### config.mk
export PLATFORM = sky130hd
export DESIGN_NAME = fsk_subcarrier_byte_modulator
export DESIGN_NICKNAME = d
export VERILOG_FILES = /design/src/rtl/fsksc_pkg.sv /design/src/rtl/fsk_subcarrier_byte_modulator.sv /design/src/rtl/fsksc_cfg_regs.sv /design/src/rtl/fsksc_core.sv
export SDC_FILE = /design/constraint.sdc
export NUM_CORES = 1
export LEC_CHECK = 0
export BUFFER_PORTS_ARGS = -buffer_cell sky130_fd_sc_hd__buf_2
export CAP_MARGIN = 25
export CORE_ASPECT_RATIO = 1.2
export CORE_MARGIN = 2
export CORE_UTILIZATION = 46
export DETAILED_ROUTE_END_ITERATION = 6
export GPL_TIMING_DRIVEN = 0
export PLACE_DENSITY = 0.6
export SLEW_MARGIN = 20
export SYNTH_ARGS = -nofsm -noshare
export SYNTH_HDL_FRONTEND = slang
export SYNTH_SLANG_ARGS = --single-unit
### constraint.sdc
create_clock -name i_clk -period 9.99 [get_ports i_clk]
set_clock_uncertainty 0.1 [all_clocks]
set_input_delay 1.4985 -clock i_clk [delete_from_list [all_inputs] [get_ports i_clk]]
set_output_delay 1.4985 -clock i_clk [all_outputs]
set_load 0.02 [all_outputs]
### src/rtl/fsksc_pkg.sv
// shared types, constants and register indices for the fsk subcarrier modulator
package fsksc_pkg;

    // fixed field widths
    localparam int BYTE_W     = 8;
    localparam int PERIOD_W   = 16;
    localparam int HALVES_W   = 16;
    localparam int CFG_DATA_W = 16;
    localparam int CFG_IDX_W  = 3;

    // parameter defaults
    localparam int TIMER_WIDTH_DEF   = 16;
    localparam int BITS_PER_BYTE_DEF = 8;

    // configuration register indices
    localparam logic [CFG_IDX_W-1:0] CFG_ENABLE      = 3'd0;
    localparam logic [CFG_IDX_W-1:0] CFG_PERIOD_ONE  = 3'd1;
    localparam logic [CFG_IDX_W-1:0] CFG_PERIOD_ZERO = 3'd2;
    localparam logic [CFG_IDX_W-1:0] CFG_HALVES_ONE  = 3'd3;
    localparam logic [CFG_IDX_W-1:0] CFG_HALVES_ZERO = 3'd4;

    // reset values
    localparam logic [PERIOD_W-1:0] PERIOD_ONE_RST  = 16'd499;
    localparam logic [PERIOD_W-1:0] PERIOD_ZERO_RST = 16'd293;
    localparam logic [HALVES_W-1:0] HALVES_ONE_RST  = 16'd100;
    localparam logic [HALVES_W-1:0] HALVES_ZERO_RST = 16'd170;

    // input function codes
    localparam logic FUNC_TICK = 1'b0;
    localparam logic FUNC_LOAD = 1'b1;

    typedef struct packed {
        logic                enable;
        logic [PERIOD_W-1:0] period_one;
        logic [PERIOD_W-1:0] period_zero;
        logic [HALVES_W-1:0] halves_one;
        logic [HALVES_W-1:0] halves_zero;
    } t_cfg;

    // side effects of writes to the enable register
    typedef struct packed {
        logic en_on;
        logic en_off;
    } t_cfg_evt;

    typedef struct packed {
        logic carrier_level;
        logic data_level;
        logic busy_res;
        logic byte_done;
        logic load_rejected;
    } t_result;

endpackage

### src/rtl/fsk_subcarrier_byte_modulator.sv
// top level: request and result registers around the fsk modulator core
// a request is taken into the request register, and its core result enters the result
// register when that is free; throughput: one request per cycle while i_out_ready does
// not stall the result register, with the core state update between the two registers
// reset: synchronous active-low; clears control state and the configuration
// registers to their defaults, no clearing pass
module fsk_subcarrier_byte_modulator #(
    parameter int TIMER_WIDTH   = fsksc_pkg::TIMER_WIDTH_DEF,
    parameter int BITS_PER_BYTE = fsksc_pkg::BITS_PER_BYTE_DEF
) (
    input  logic                               i_clk,
    input  logic                               i_rst_n,
    input  logic                               i_in_valid,
    output logic                               o_in_ready,
    input  logic                               i_func,
    input  logic [fsksc_pkg::BYTE_W-1:0]       i_byte_value,
    output logic                               o_out_valid,
    input  logic                               i_out_ready,
    output logic                               o_carrier_level,
    output logic                               o_data_level,
    output logic                               o_busy_res,
    output logic                               o_byte_done,
    output logic                               o_load_rejected,
    input  logic                               i_cfg_we,
    input  logic [fsksc_pkg::CFG_IDX_W-1:0]    i_cfg_index,
    input  logic [fsksc_pkg::CFG_DATA_W-1:0]   i_cfg_data
);
    import fsksc_pkg::*;

    logic              r_in_valid;
    logic              r_in_func;
    logic [BYTE_W-1:0] r_in_byte;
    logic              r_out_valid;
    t_result           r_out;
    t_result           core_result;
    t_cfg              cfg;
    t_cfg_evt          cfg_evt;
    logic              fire;

    // pipeline handshake
    assign fire       = r_in_valid && (!r_out_valid || i_out_ready);
    assign o_in_ready = !r_in_valid || fire;

    fsksc_cfg_regs u_cfg (
        .i_clk       (i_clk),
        .i_rst_n     (i_rst_n),
        .i_cfg_we    (i_cfg_we),
        .i_cfg_index (i_cfg_index),
        .i_cfg_data  (i_cfg_data),
        .o_cfg       (cfg),
        .o_evt       (cfg_evt)
    );

    fsksc_core #(
        .TIMER_WIDTH   (TIMER_WIDTH),
        .BITS_PER_BYTE (BITS_PER_BYTE)
    ) u_core (
        .i_clk        (i_clk),
        .i_rst_n      (i_rst_n),
        .i_fire       (fire),
        .i_func       (r_in_func),
        .i_byte_value (r_in_byte),
        .i_cfg        (cfg),
        .i_evt        (cfg_evt),
        .o_result     (core_result)
    );

    // request register
    always_ff @(posedge i_clk) begin
        if (!i_rst_n) begin
            r_in_valid <= 1'b0;
        end else if (o_in_ready) begin
            r_in_valid <= i_in_valid;
        end
    end

    always_ff @(posedge i_clk) begin
        if (o_in_ready && i_in_valid) begin
            r_in_func <= i_func;
            r_in_byte <= i_byte_value;
        end
    end

    // result register
    always_ff @(posedge i_clk) begin
        if (!i_rst_n) begin
            r_out_valid <= 1'b0;
        end else if (fire) begin
            r_out_valid <= 1'b1;
        end else if (i_out_ready) begin
            r_out_valid <= 1'b0;
        end
    end

    always_ff @(posedge i_clk) begin
        if (fire) begin
            r_out <= core_result;
        end
    end

    assign o_out_valid     = r_out_valid;
    assign o_carrier_level = r_out.carrier_level;
    assign o_data_level    = r_out.data_level;
    assign o_busy_res      = r_out.busy_res;
    assign o_byte_done     = r_out.byte_done;
    assign o_load_rejected = r_out.load_rejected;

endmodule

### src/rtl/fsksc_cfg_regs.sv
// configuration register file with enable write events
module fsksc_cfg_regs (
    input  logic                               i_clk,
    input  logic                               i_rst_n,
    input  logic                               i_cfg_we,
    input  logic [fsksc_pkg::CFG_IDX_W-1:0]    i_cfg_index,
    input  logic [fsksc_pkg::CFG_DATA_W-1:0]   i_cfg_data,
    output fsksc_pkg::t_cfg                    o_cfg,
    output fsksc_pkg::t_cfg_evt                o_evt
);
    import fsksc_pkg::*;

    t_cfg r_cfg;
    t_cfg n_cfg;
    logic wr_enable;

    // enable register write detection
    assign wr_enable    = i_cfg_we && (i_cfg_index == CFG_ENABLE);
    assign o_evt.en_on  = wr_enable && i_cfg_data[0] && !r_cfg.enable;
    assign o_evt.en_off = wr_enable && !i_cfg_data[0];
    assign o_cfg        = r_cfg;

    // register write decode
    always_comb begin
        n_cfg = r_cfg;
        if (i_cfg_we) begin
            case (i_cfg_index)
                CFG_ENABLE:      n_cfg.enable      = i_cfg_data[0];
                CFG_PERIOD_ONE:  n_cfg.period_one  = PERIOD_W'(i_cfg_data);
                CFG_PERIOD_ZERO: n_cfg.period_zero = PERIOD_W'(i_cfg_data);
                CFG_HALVES_ONE:  n_cfg.halves_one  = HALVES_W'(i_cfg_data);
                CFG_HALVES_ZERO: n_cfg.halves_zero = HALVES_W'(i_cfg_data);
                default:         n_cfg = r_cfg;
            endcase
        end
    end

    always_ff @(posedge i_clk) begin
        if (!i_rst_n) begin
            r_cfg.enable      <= 1'b0;
            r_cfg.period_one  <= PERIOD_ONE_RST;
            r_cfg.period_zero <= PERIOD_ZERO_RST;
            r_cfg.halves_one  <= HALVES_ONE_RST;
            r_cfg.halves_zero <= HALVES_ZERO_RST;
        end else begin
            r_cfg <= n_cfg;
        end
    end

endmodule

### src/rtl/fsksc_core.sv
// subcarrier timer, bit serializer and per-request result logic
module fsksc_core #(
    parameter int TIMER_WIDTH   = fsksc_pkg::TIMER_WIDTH_DEF,
    parameter int BITS_PER_BYTE = fsksc_pkg::BITS_PER_BYTE_DEF
) (
    input  logic                            i_clk,
    input  logic                            i_rst_n,
    input  logic                            i_fire,
    input  logic                            i_func,
    input  logic [fsksc_pkg::BYTE_W-1:0]    i_byte_value,
    input  fsksc_pkg::t_cfg                 i_cfg,
    input  fsksc_pkg::t_cfg_evt             i_evt,
    output fsksc_pkg::t_result              o_result
);
    import fsksc_pkg::*;

    localparam int POS_W = (BITS_PER_BYTE > 1) ? $clog2(BITS_PER_BYTE) : 1;
    localparam int CMP_W = (TIMER_WIDTH > PERIOD_W) ? TIMER_WIDTH : PERIOD_W;
    localparam logic [POS_W-1:0] LAST_POS = POS_W'(BITS_PER_BYTE - 1);

    logic [TIMER_WIDTH-1:0] r_timer,   n_timer;
    logic                   r_carrier, n_carrier;
    logic [PERIOD_W-1:0]    r_period,  n_period;
    logic [HALVES_W-1:0]    r_halves,  n_halves;
    logic [POS_W-1:0]       r_pos,     n_pos;
    logic [BYTE_W-1:0]      r_shift,   n_shift;
    logic                   r_sending, n_sending;
    logic                   r_bit,     n_bit;

    logic                   is_load;
    logic [BYTE_W-1:0]      sel_byte;
    logic [POS_W-1:0]       sel_pos;
    logic [BYTE_W-1:0]      sel_shift;
    logic                   sel_bit;
    logic [PERIOD_W-1:0]    sel_period;
    logic [HALVES_W-1:0]    sel_halves_raw;
    logic [HALVES_W-1:0]    sel_halves;
    logic [TIMER_WIDTH-1:0] timer_next;
    logic                   half_event;
    logic [HALVES_W-1:0]    halves_dec;
    logic                   done;
    logic                   rejected;

    assign is_load = (i_func == FUNC_LOAD);

    // bit selection, shared by a fresh load and the step to the next bit
    assign sel_byte       = is_load ? i_byte_value : r_shift;
    assign sel_pos        = is_load ? LAST_POS : (r_pos - POS_W'(1));
    assign sel_shift      = sel_byte >> sel_pos;
    assign sel_bit        = sel_shift[0];
    assign sel_period     = sel_bit ? i_cfg.period_one : i_cfg.period_zero;
    assign sel_halves_raw = sel_bit ? i_cfg.halves_one : i_cfg.halves_zero;
    assign sel_halves     = (sel_halves_raw == '0) ? HALVES_W'(1) : sel_halves_raw;

    // timer advance and half-cycle detection
    assign timer_next = (CMP_W'(r_timer) >= CMP_W'(r_period)) ? '0
                      : (r_timer + TIMER_WIDTH'(1));
    assign half_event = (CMP_W'(timer_next) == CMP_W'(r_period));
    assign halves_dec = (r_halves != '0) ? (r_halves - HALVES_W'(1)) : r_halves;

    // next state
    always_comb begin
        n_timer   = r_timer;
        n_carrier = r_carrier;
        n_period  = r_period;
        n_halves  = r_halves;
        n_pos     = r_pos;
        n_shift   = r_shift;
        n_sending = r_sending;
        n_bit     = r_bit;
        done      = 1'b0;
        rejected  = 1'b0;
        if (i_fire) begin
            if (is_load) begin
                if (r_sending) begin
                    rejected = 1'b1;
                end else begin
                    n_shift   = i_byte_value;
                    n_pos     = LAST_POS;
                    n_sending = 1'b1;
                    n_bit     = sel_bit;
                    n_period  = sel_period;
                    n_halves  = sel_halves;
                end
            end else if (!i_cfg.enable) begin
                n_timer   = '0;
                n_carrier = 1'b0;
            end else begin
                n_timer = timer_next;
                if (half_event) begin
                    n_carrier = !r_carrier;
                    if (r_sending) begin
                        n_halves = halves_dec;
                        if (halves_dec == '0) begin
                            if (r_pos == '0) begin
                                n_sending = 1'b0;
                                done      = 1'b1;
                            end else begin
                                n_pos    = sel_pos;
                                n_bit    = sel_bit;
                                n_period = sel_period;
                                n_halves = sel_halves;
                            end
                        end
                    end
                end
            end
        end else begin
            if (i_evt.en_on && !r_sending) begin
                n_period = i_cfg.period_one;
                n_timer  = '0;
            end
            if (i_evt.en_off) begin
                n_timer   = '0;
                n_carrier = 1'b0;
            end
        end
    end

    assign o_result.carrier_level = n_carrier;
    assign o_result.data_level    = n_bit;
    assign o_result.busy_res      = n_sending;
    assign o_result.byte_done     = done;
    assign o_result.load_rejected = rejected;

    always_ff @(posedge i_clk) begin
        if (!i_rst_n) begin
            r_timer   <= '0;
            r_carrier <= 1'b0;
            r_period  <= PERIOD_ONE_RST;
            r_halves  <= '0;
            r_pos     <= '0;
            r_shift   <= '0;
            r_sending <= 1'b0;
            r_bit     <= 1'b0;
        end else begin
            r_timer   <= n_timer;
            r_carrier <= n_carrier;
            r_period  <= n_period;
            r_halves  <= n_halves;
            r_pos     <= n_pos;
            r_shift   <= n_shift;
            r_sending <= n_sending;
            r_bit     <= n_bit;
        end
    end

    // a finished byte leaves the serializer idle
    a_done_idle: assert property (@(posedge i_clk) disable iff (!i_rst_n)
        i_fire && done |=> !r_sending)
        else $error("byte done but serializer still busy");

    // a load is only rejected while a byte is in flight
    a_reject_busy: assert property (@(posedge i_clk) disable iff (!i_rst_n)
        i_fire && rejected |-> r_sending)
        else $error("load rejected while idle");

    // a tick while disabled clears timer and carrier
    a_disabled_tick: assert property (@(posedge i_clk) disable iff (!i_rst_n)
        i_fire && (i_func == FUNC_TICK) && !i_cfg.enable |=> !r_carrier && (r_timer == '0))
        else $error("timer or carrier active while disabled");

    // an accepted load starts the serializer at the top bit
    a_load_start: assert property (@(posedge i_clk) disable iff (!i_rst_n)
        i_fire && is_load && !r_sending |=> r_sending && (r_pos == LAST_POS))
        else $error("load did not start at the top bit");

endmodule
==> results of run 1 <==
logic make-up after synthesis:
family | synth area share (%)
buffers and inverters | 5.20
AO/OA/AOI/OAI | 20.0
XOR/XNOR | 2.01
flip-flops | 35.2
multiplexers | 6.88
AND/OR/NAND/NOR | 27.4
adder cells (fa/ha/maj) | 3.23
layer usage:
metal,global-route usage (%),vias to the layer above
li1,-,4018
met1,37.6,3866
met2,42.8,295
met3,5.08,48
met4,9.94,0
met5,0,-
placed cells by master, fill, tap and decap left out, types with 13 or more instances in the layout:
cell,count
edfxtp_1,14
nor2_1,78
nand3_1,52
nor4_1,23
nand2_1,197
nand4_1,13
clkbuf_16,17
a31oi_1,20
mux2i_1,44
clkbuf_1,62
a21oi_1,85
dfxtp_1,129
nor3_1,19
buf_2,45
inv_1,31
o21ai_0,33
ha_1,22
state kept, by name, summed over array words and instances (netlist names), 3 cells and up:
signal	flops
u_core.r_shift	8
u_cfg.o_cfg	65
r_in_byte	8
u_core.r_timer	16
u_core.r_halves	16
u_core.r_period	16
u_core.r_pos	3
critical path, stage by stage:
cell and delay [ps]:
buf_2 100, nor2b_1 210, nand2b_1 140, clkbuf_1 420, inv_1 240, a32oi_1 720, nor2_1 350, o21ai_0 320
clkbuf_2 280, nor2_1 70, a31oi_1 150, nand2_1 70
area by class of cell:
type	count	area, sq um
repair buffers	39	195
plain buffers	76	327
clock inverters	15	163
fillers	1832	8590
flip-flops and latches	143	3000
clock buffers	17	425
well taps	224	280
inverters	31	116
multi-input cells	816	5080
final timing paths:
path                                         start                                to  slack, ps  cells past startpoint
setup / recovery                       i_out_ready  u_core.r_period[11]$_SDFFE_PN0P_       5630                     12
hold / removal      u_core.r_shift[2]$_SDFFE_PN0P_    u_core.r_shift[2]$_SDFFE_PN0P_        350                      2
setup reg to reg  u_core.r_period[13]$_SDFFE_PN0P_         o_byte_done$_SDFFCE_PP0P_       5640                     11
hold reg to reg     u_core.r_shift[2]$_SDFFE_PN0P_    u_core.r_shift[2]$_SDFFE_PN0P_        350                      2
power groups by stage:
stage / combinational, mW / sequential [mW] / clock [mW]
after floorplan: 0.126 / 0.615 / 0
after global placement: 0.185 / 0.617 / 0
after detailed placement: 0.186 / 0.618 / 0
after CTS: 0.187 / 0.604 / 0.650
after global routing: 0.208 / 0.606 / 0.674
final: 0.191 / 0.604 / 0.648
==> key figures, run 1 <==
Outcome
  – Status: completed

Timing
  – Min Tclk post-route: 4360 ps
  – Number of failing hold endpoints at the final stage: 0
  – Slew Viols, Final: 0
  – Setup TNS: 0 ps
  – RSZ-0062 raised after global routing: false
  – Final worst path period share: 43.6%
  – PnR worst setup slack: 5630 ps
  – Actual slew at the worst max-slew pin: 971 ps
  – # setup viols final: 0
  – Max_slew headroom: 35.3%
  – WHS: 355 ps
  – Max frequency: 0.230 GHz

Power and ir drop
  – Int Power: 0.994 mW
  – Comb pwr share: 13.3%
  – Pwr dens: 151 mW/mm^2
  – VDD IR max: 0.116 mV
  – Leakage power: 3.82 nW
  – Flop pwr share: 41.9%
  – Clock power frac: 44.9%
  – P_sw: 0.450 mW
  – Switching Fraction: 31.1%
  – Tot Pwr: 1.44 mW

Cells and area
  – Design Area, Final: 0.00959 sq mm
  – Layout cells sized above 1: 10.2%
  – Nets: 1,179
  – Cell Count, Final, Fillers Out: 1,361
  – # diodes: 0
  – Fin util: 52.8%
  – Area delta synth->final: 12.5%

Yosys
  – Seq/Total Area, Yosys: 35.2%
  – Synth top area share: 30.3%
  – Post-synth net total: 1,121
  – Netlist area before placement: 0.00852 sq mm
  – Post-Syn Instances: 1,066
  – Synth top area cells: dfxtp_1 30%, nand2_1 8.7%, mux2i_1 5.2%
  – Post-synth top area cell: dfxtp_1
  – Synth warn: 0
  – Average instance area after synthesis: 8.00 sq um
  – Most frequent cell after synthesis: nand2_1
  – Commonest cells in the netlist: 197 x nand2_1, 129 x dfxtp_1, 85 x a21oi_1
  – Async SR Flop Fraction: 0%
  – #FFs+latches synth: 143
  – Post-synth cell types: 82
  – Main synth FF type: dfxtp_1
  – Number of flops mapped to enable cells by yosys: 14

Global routing
  – Grt ovf: 0
  – First-pass GRT wire length: 42.2 mm
  – Largest net degree at the start of global routing: 18
  – Vias in the first global route: 7,651
  – Antenna violations before repair: 0
  – Total GRT Usage: 27.4%

Die
  – Die Y: 153 um
  – DIE AREA: 0.0196 sq mm
  – Die width: 128 um
  – Io pins: 40
  – Starting Density: 46.9%
  – FP Rows: 54
  – Core Region: 0.0182 sq mm

Placement
  – DP Area: 0.00899 sq mm
  – Pre-CTS WS: 5220 ps
  – DP Wirelength: 19.6 mm
  – DP Cell Count: 1,327
  – Routability-driven placement congestion ratio: 0.920
  – I/O Buffers: 37

CTS
  – Setup repair bufs after CTS: 0
  – Worst-case clock buffer depth: 2
  – Num CTS Buffers: 17
  – Root buf cell: clkbuf_16
  – Resized cells post-CTS: 0
  – Clock Latency Late Sink: 430 ps
  – CTS tree: done
  – Hold buffers post-CTS: 0
  – CTS clk-pin slew, worst paths: 70 ps
  – H-Tree Depth: 4
  – Clock tree sinks: 143

Hold path
  – Min-Delay Path Class: flip-flop to flip-flop

Job
  – Max Cap Viol: 0

Route
  – Via count: 8,227
  – Iter 0 DRT Violations: 555
  – Antenna viol nets, final: 0
  – Drt pass-1 iters: 5
  – Uppermost layer routed: met4
  – Post-route DRC: 0
  – Vias per cell: 6.04
  – Met3 Wirelength: 1.52 mm
  – Met1 Routed Length: 12.3 mm
  – DRT Wirelength: 26.6 mm
  – Met2 wire len: 12.0 mm
  – Detail-routed net length per standard cell: 19.5 um

Critical path
  – Arr. time, crit path: 4580 ps
  – Startpoint Class: input port
  – CP Max Fanout: 10
  – CP Data Required Time: 10,210 ps
  – CP endpoint kind: flip-flop
  – Kind of critical path: input port to flip-flop
Note: power is estimated with default switching activity, not from simulation.
==> inputs of run 2 (changes only) <==
==> constraint.sdc (replaced) <==
create_clock -name i_clk -period 4.3 [get_ports i_clk]
set_clock_uncertainty 0.1 [all_clocks]
set_input_delay 0.645 -clock i_clk [delete_from_list [all_inputs] [get_ports i_clk]]
set_output_delay 0.645 -clock i_clk [all_outputs]
set_load 0.02 [all_outputs]
==> run 2 against run 1 <==
Effect of this change:
- combinational power rose by 130%
- worst setup slack worse by 5400 ps
- die area is the same
- utilization rose by 0.30 points
- sequential share of layout area decreased by 0.17 points
- flip-flop and latch count stayed put
- via count grew 0.41%
- register-to-register slack lost 5400 ps
- critical endpoint is now o_data_level$_DFFE_PP_
==> key figures, run 2 (synthesis results as in run 1) <==
Outcome
  – Status: completed

Critical path
  – Crit Reg-Reg Endpoint: o_data_level$_DFFE_PP_
  – Crit-path most repeated cell: clkbuf_1
  – Worst path slowest cell: or3b_2
  – CP Data Required Time: 4480 ps (-5730 ps)
  – Worst path bufs/invs: 4 (unchanged)
  – Worst stage delay on the critical path: 450 ps (-270 ps)
  – Register-to-Register Path Depth: 14 (+3)
  – CP Max Fanout: 10 (unchanged)
  – Crit-path cells: clkbuf_1 -> inv_1 -> ha_1 -> or3b_2 -> clkbuf_1 -> o31ai_1 -> o31ai_2 -> a2111oi_2 -> and3_1 -> buf_6 -> nor4b_2 -> nand4_1 -> a211o_1 -> nand3_1
  – Startpoint Class: flip-flop
  – Delay-heaviest family, CP: compound AO/OA/AOI/OAI gates
  – Reg2reg setup slack: 240 ps (-5400 ps)
  – Arr. time, crit path: 4240 ps (-340 ps)
  – CP endpoint kind: flip-flop
  – Kind of critical path: flip-flop to flip-flop
  – RR Startpoint: u_core.r_halves[0]$_SDFFE_PN0P_

CTS
  – Worst-case clock buffer depth: 2 (unchanged)
  – CTS tree: done
  – Clock tree sinks: 143 (unchanged)
  – H-Tree Depth: 4 (unchanged)
  – Root buf cell: clkbuf_16
  – CTS clk-pin slew, worst paths: 70 ps (about the same)
  – Clock Latency Late Sink: 430 ps (about the same)
  – Num CTS Buffers: 17 (unchanged)

Global routing
  – Antenna violations before repair: 0 (unchanged)
  – First-pass GRT wire length: 42.2 mm (unchanged)
  – Vias in the first global route: 7,656 (+0.065%)
  – Grt ovf: 0 (unchanged)
  – Total GRT Usage: 27.4% (unchanged)
  – Largest net degree at the start of global routing: 18 (unchanged)

Cells and area
  – Number of flip-flops in the largest register: 65 (unchanged)
  – Most common cell after layout, fill and taps aside: nand2_1
  – Most frequent cells in the layout: 197 x nand2_1, 129 x dfxtp_1, 85 x a21oi_1, 78 x nor2_1, 62 x clkbuf_1
  – Cell Count, Final, Fillers Out: 1,362 (+0.073%)
  – # diodes: 0 (unchanged)
  – Area delta synth->final: 13.1%
  – Layout cells sized above 1: 10.7% (+0.52 points)
  – Nets: 1,180 (+0.085%)

Hold path
  – Min-Delay Path Class: input port to flip-flop
  – Worst Hold Depth: 1 (-1)
  – Hold path start: i_byte_value[5]
  – WHS Endpoint: r_in_byte[5]$_DFFE_PP_

Die
  – Core Region: 0.0182 sq mm (unchanged)
  – Die Y: 153 um (unchanged)
  – DIE AREA: 0.0196 sq mm (unchanged)
  – FP Rows: 54 (unchanged)
  – Starting Density: 46.9% (unchanged)
  – Io pins: 40 (unchanged)
  – Die width: 128 um (unchanged)

Route
  – Detail-routed net length per standard cell: 19.6 um (+0.23%)
  – Vias per cell: 6.07 (+0.34%)
  – Antenna viol nets, final: 0 (unchanged)
  – Iter 0 DRT Violations: 565 (+1.8%)
  – Post-route DRC: 0 (unchanged)
  – Via count: 8,261 (+0.41%)
  – Drt pass-1 iters: 5 (unchanged)
  – DRT Wirelength: 26.6 mm (+0.30%)

Power and ir drop
  – Tot Pwr: 3.35 mW (+130%)
  – VDD IR max: 0.269 mV (+130%)
  – Leakage power: 3.85 nW (+0.76%)
  – Pwr dens: 348 mW/mm^2 (+130%)

Placement
  – DP Wirelength: 19.6 mm (unchanged)
  – Routability-driven placement congestion ratio: 0.920 (unchanged)
  – DP Cell Count: 1,327 (unchanged)
  – I/O Buffers: 37 (unchanged)

Job
  – Max Cap Viol: 0 (unchanged)

Timing
  – Min Tclk post-route: 4060 ps
  – Actual slew at the worst max-slew pin: 946 ps (-25.1 ps)
  – Max_slew headroom: 36.9% (+1.7 points)
  – Max frequency: 0.246 GHz
  – Slew Viols, Final: 0 (unchanged)
  – Number of failing hold endpoints at the final stage: 0 (unchanged)
  – # setup viols final: 0 (unchanged)
  – Setup TNS: 0 ps (unchanged)
  – Final worst path period share: 94.5%
## run 2: how the worst max path moves through the flow
stage	slack, ps	start	cells past startpoint	end
after floorplan	750	u_core.r_period[13]$_SDFFE_PN0P_	13	o_carrier_level$_DFFE_PP_
after global placement	-10	u_core.r_period[13]$_SDFFE_PN0P_	11	o_byte_done$_SDFFCE_PP0P_
after detailed placement	6	u_core.r_period[13]$_SDFFE_PN0P_	11	o_byte_done$_SDFFCE_PP0P_
after CTS	120	u_core.r_period[13]$_SDFFE_PN0P_	12	u_core.r_period[8]$_SDFFE_PN1P_
after global routing	-8	u_core.r_timer[0]$_SDFFE_PN0P_	13	o_carrier_level$_DFFE_PP_
final	240	u_core.r_halves[0]$_SDFFE_PN0P_	14	o_data_level$_DFFE_PP_
## run 2: through the flow
step	hold slack, ps	worst slack (ps)	instance area [sq um]	utilization (%)
2_1_floorplan	333	752	8520	-
3_3_place_gp	341	-14.1	8990	49.5
4_1_cts	276	120	9590	52.7
3_5_place_dp	346	6.28	8990	49.5
5_1_grt	270	-7.95	9640	53.0
6_report	284	238	9640	53.0
## run 2: per-layer routing
| layer | global-route usage, % | part of all wire (%) | vias up |
|---|---|---|---|
| li1 | - | - | 4021 |
| met5 | 0 | 0 | - |
| met1 | 37.5 | 46 | 3921 |
| met4 | 9.94 | 2.9 | 0 |
| met3 | 5.08 | 5.5 | 48 |
| met2 | 42.9 | 45 | 271 |
## run 2: area by class of cell
class                           count  area, sq um
Inverter                           31          116
Fill cell                        1824         8530
Timing Repair Buffer               40          203
Clock buffer                       17          425
Buffer                             76          327
Tap cell                          224          280
Clock inverter                     15          163
Sequential cell                   143         3000
Multi-Input combinational cell    816         5120
## run 2: what timing repair did
action	4_1_cts	5_1_grt
endpoints found under the hold margin	0	0
buffers inserted	0	1
endpoints found under the setup margin	1	27
hold buffers	0	0
resized for setup	1	6
pin swaps	0	2
## run 2: power by group
group	total (mW)	leakage [nW]	switching (mW)	internal (mW)
Sequential	1.40	1.18	0.0246	1.38
Clock	1.50	0.291	0.722	0.782
Combinational	0.446	2.37	0.298	0.148
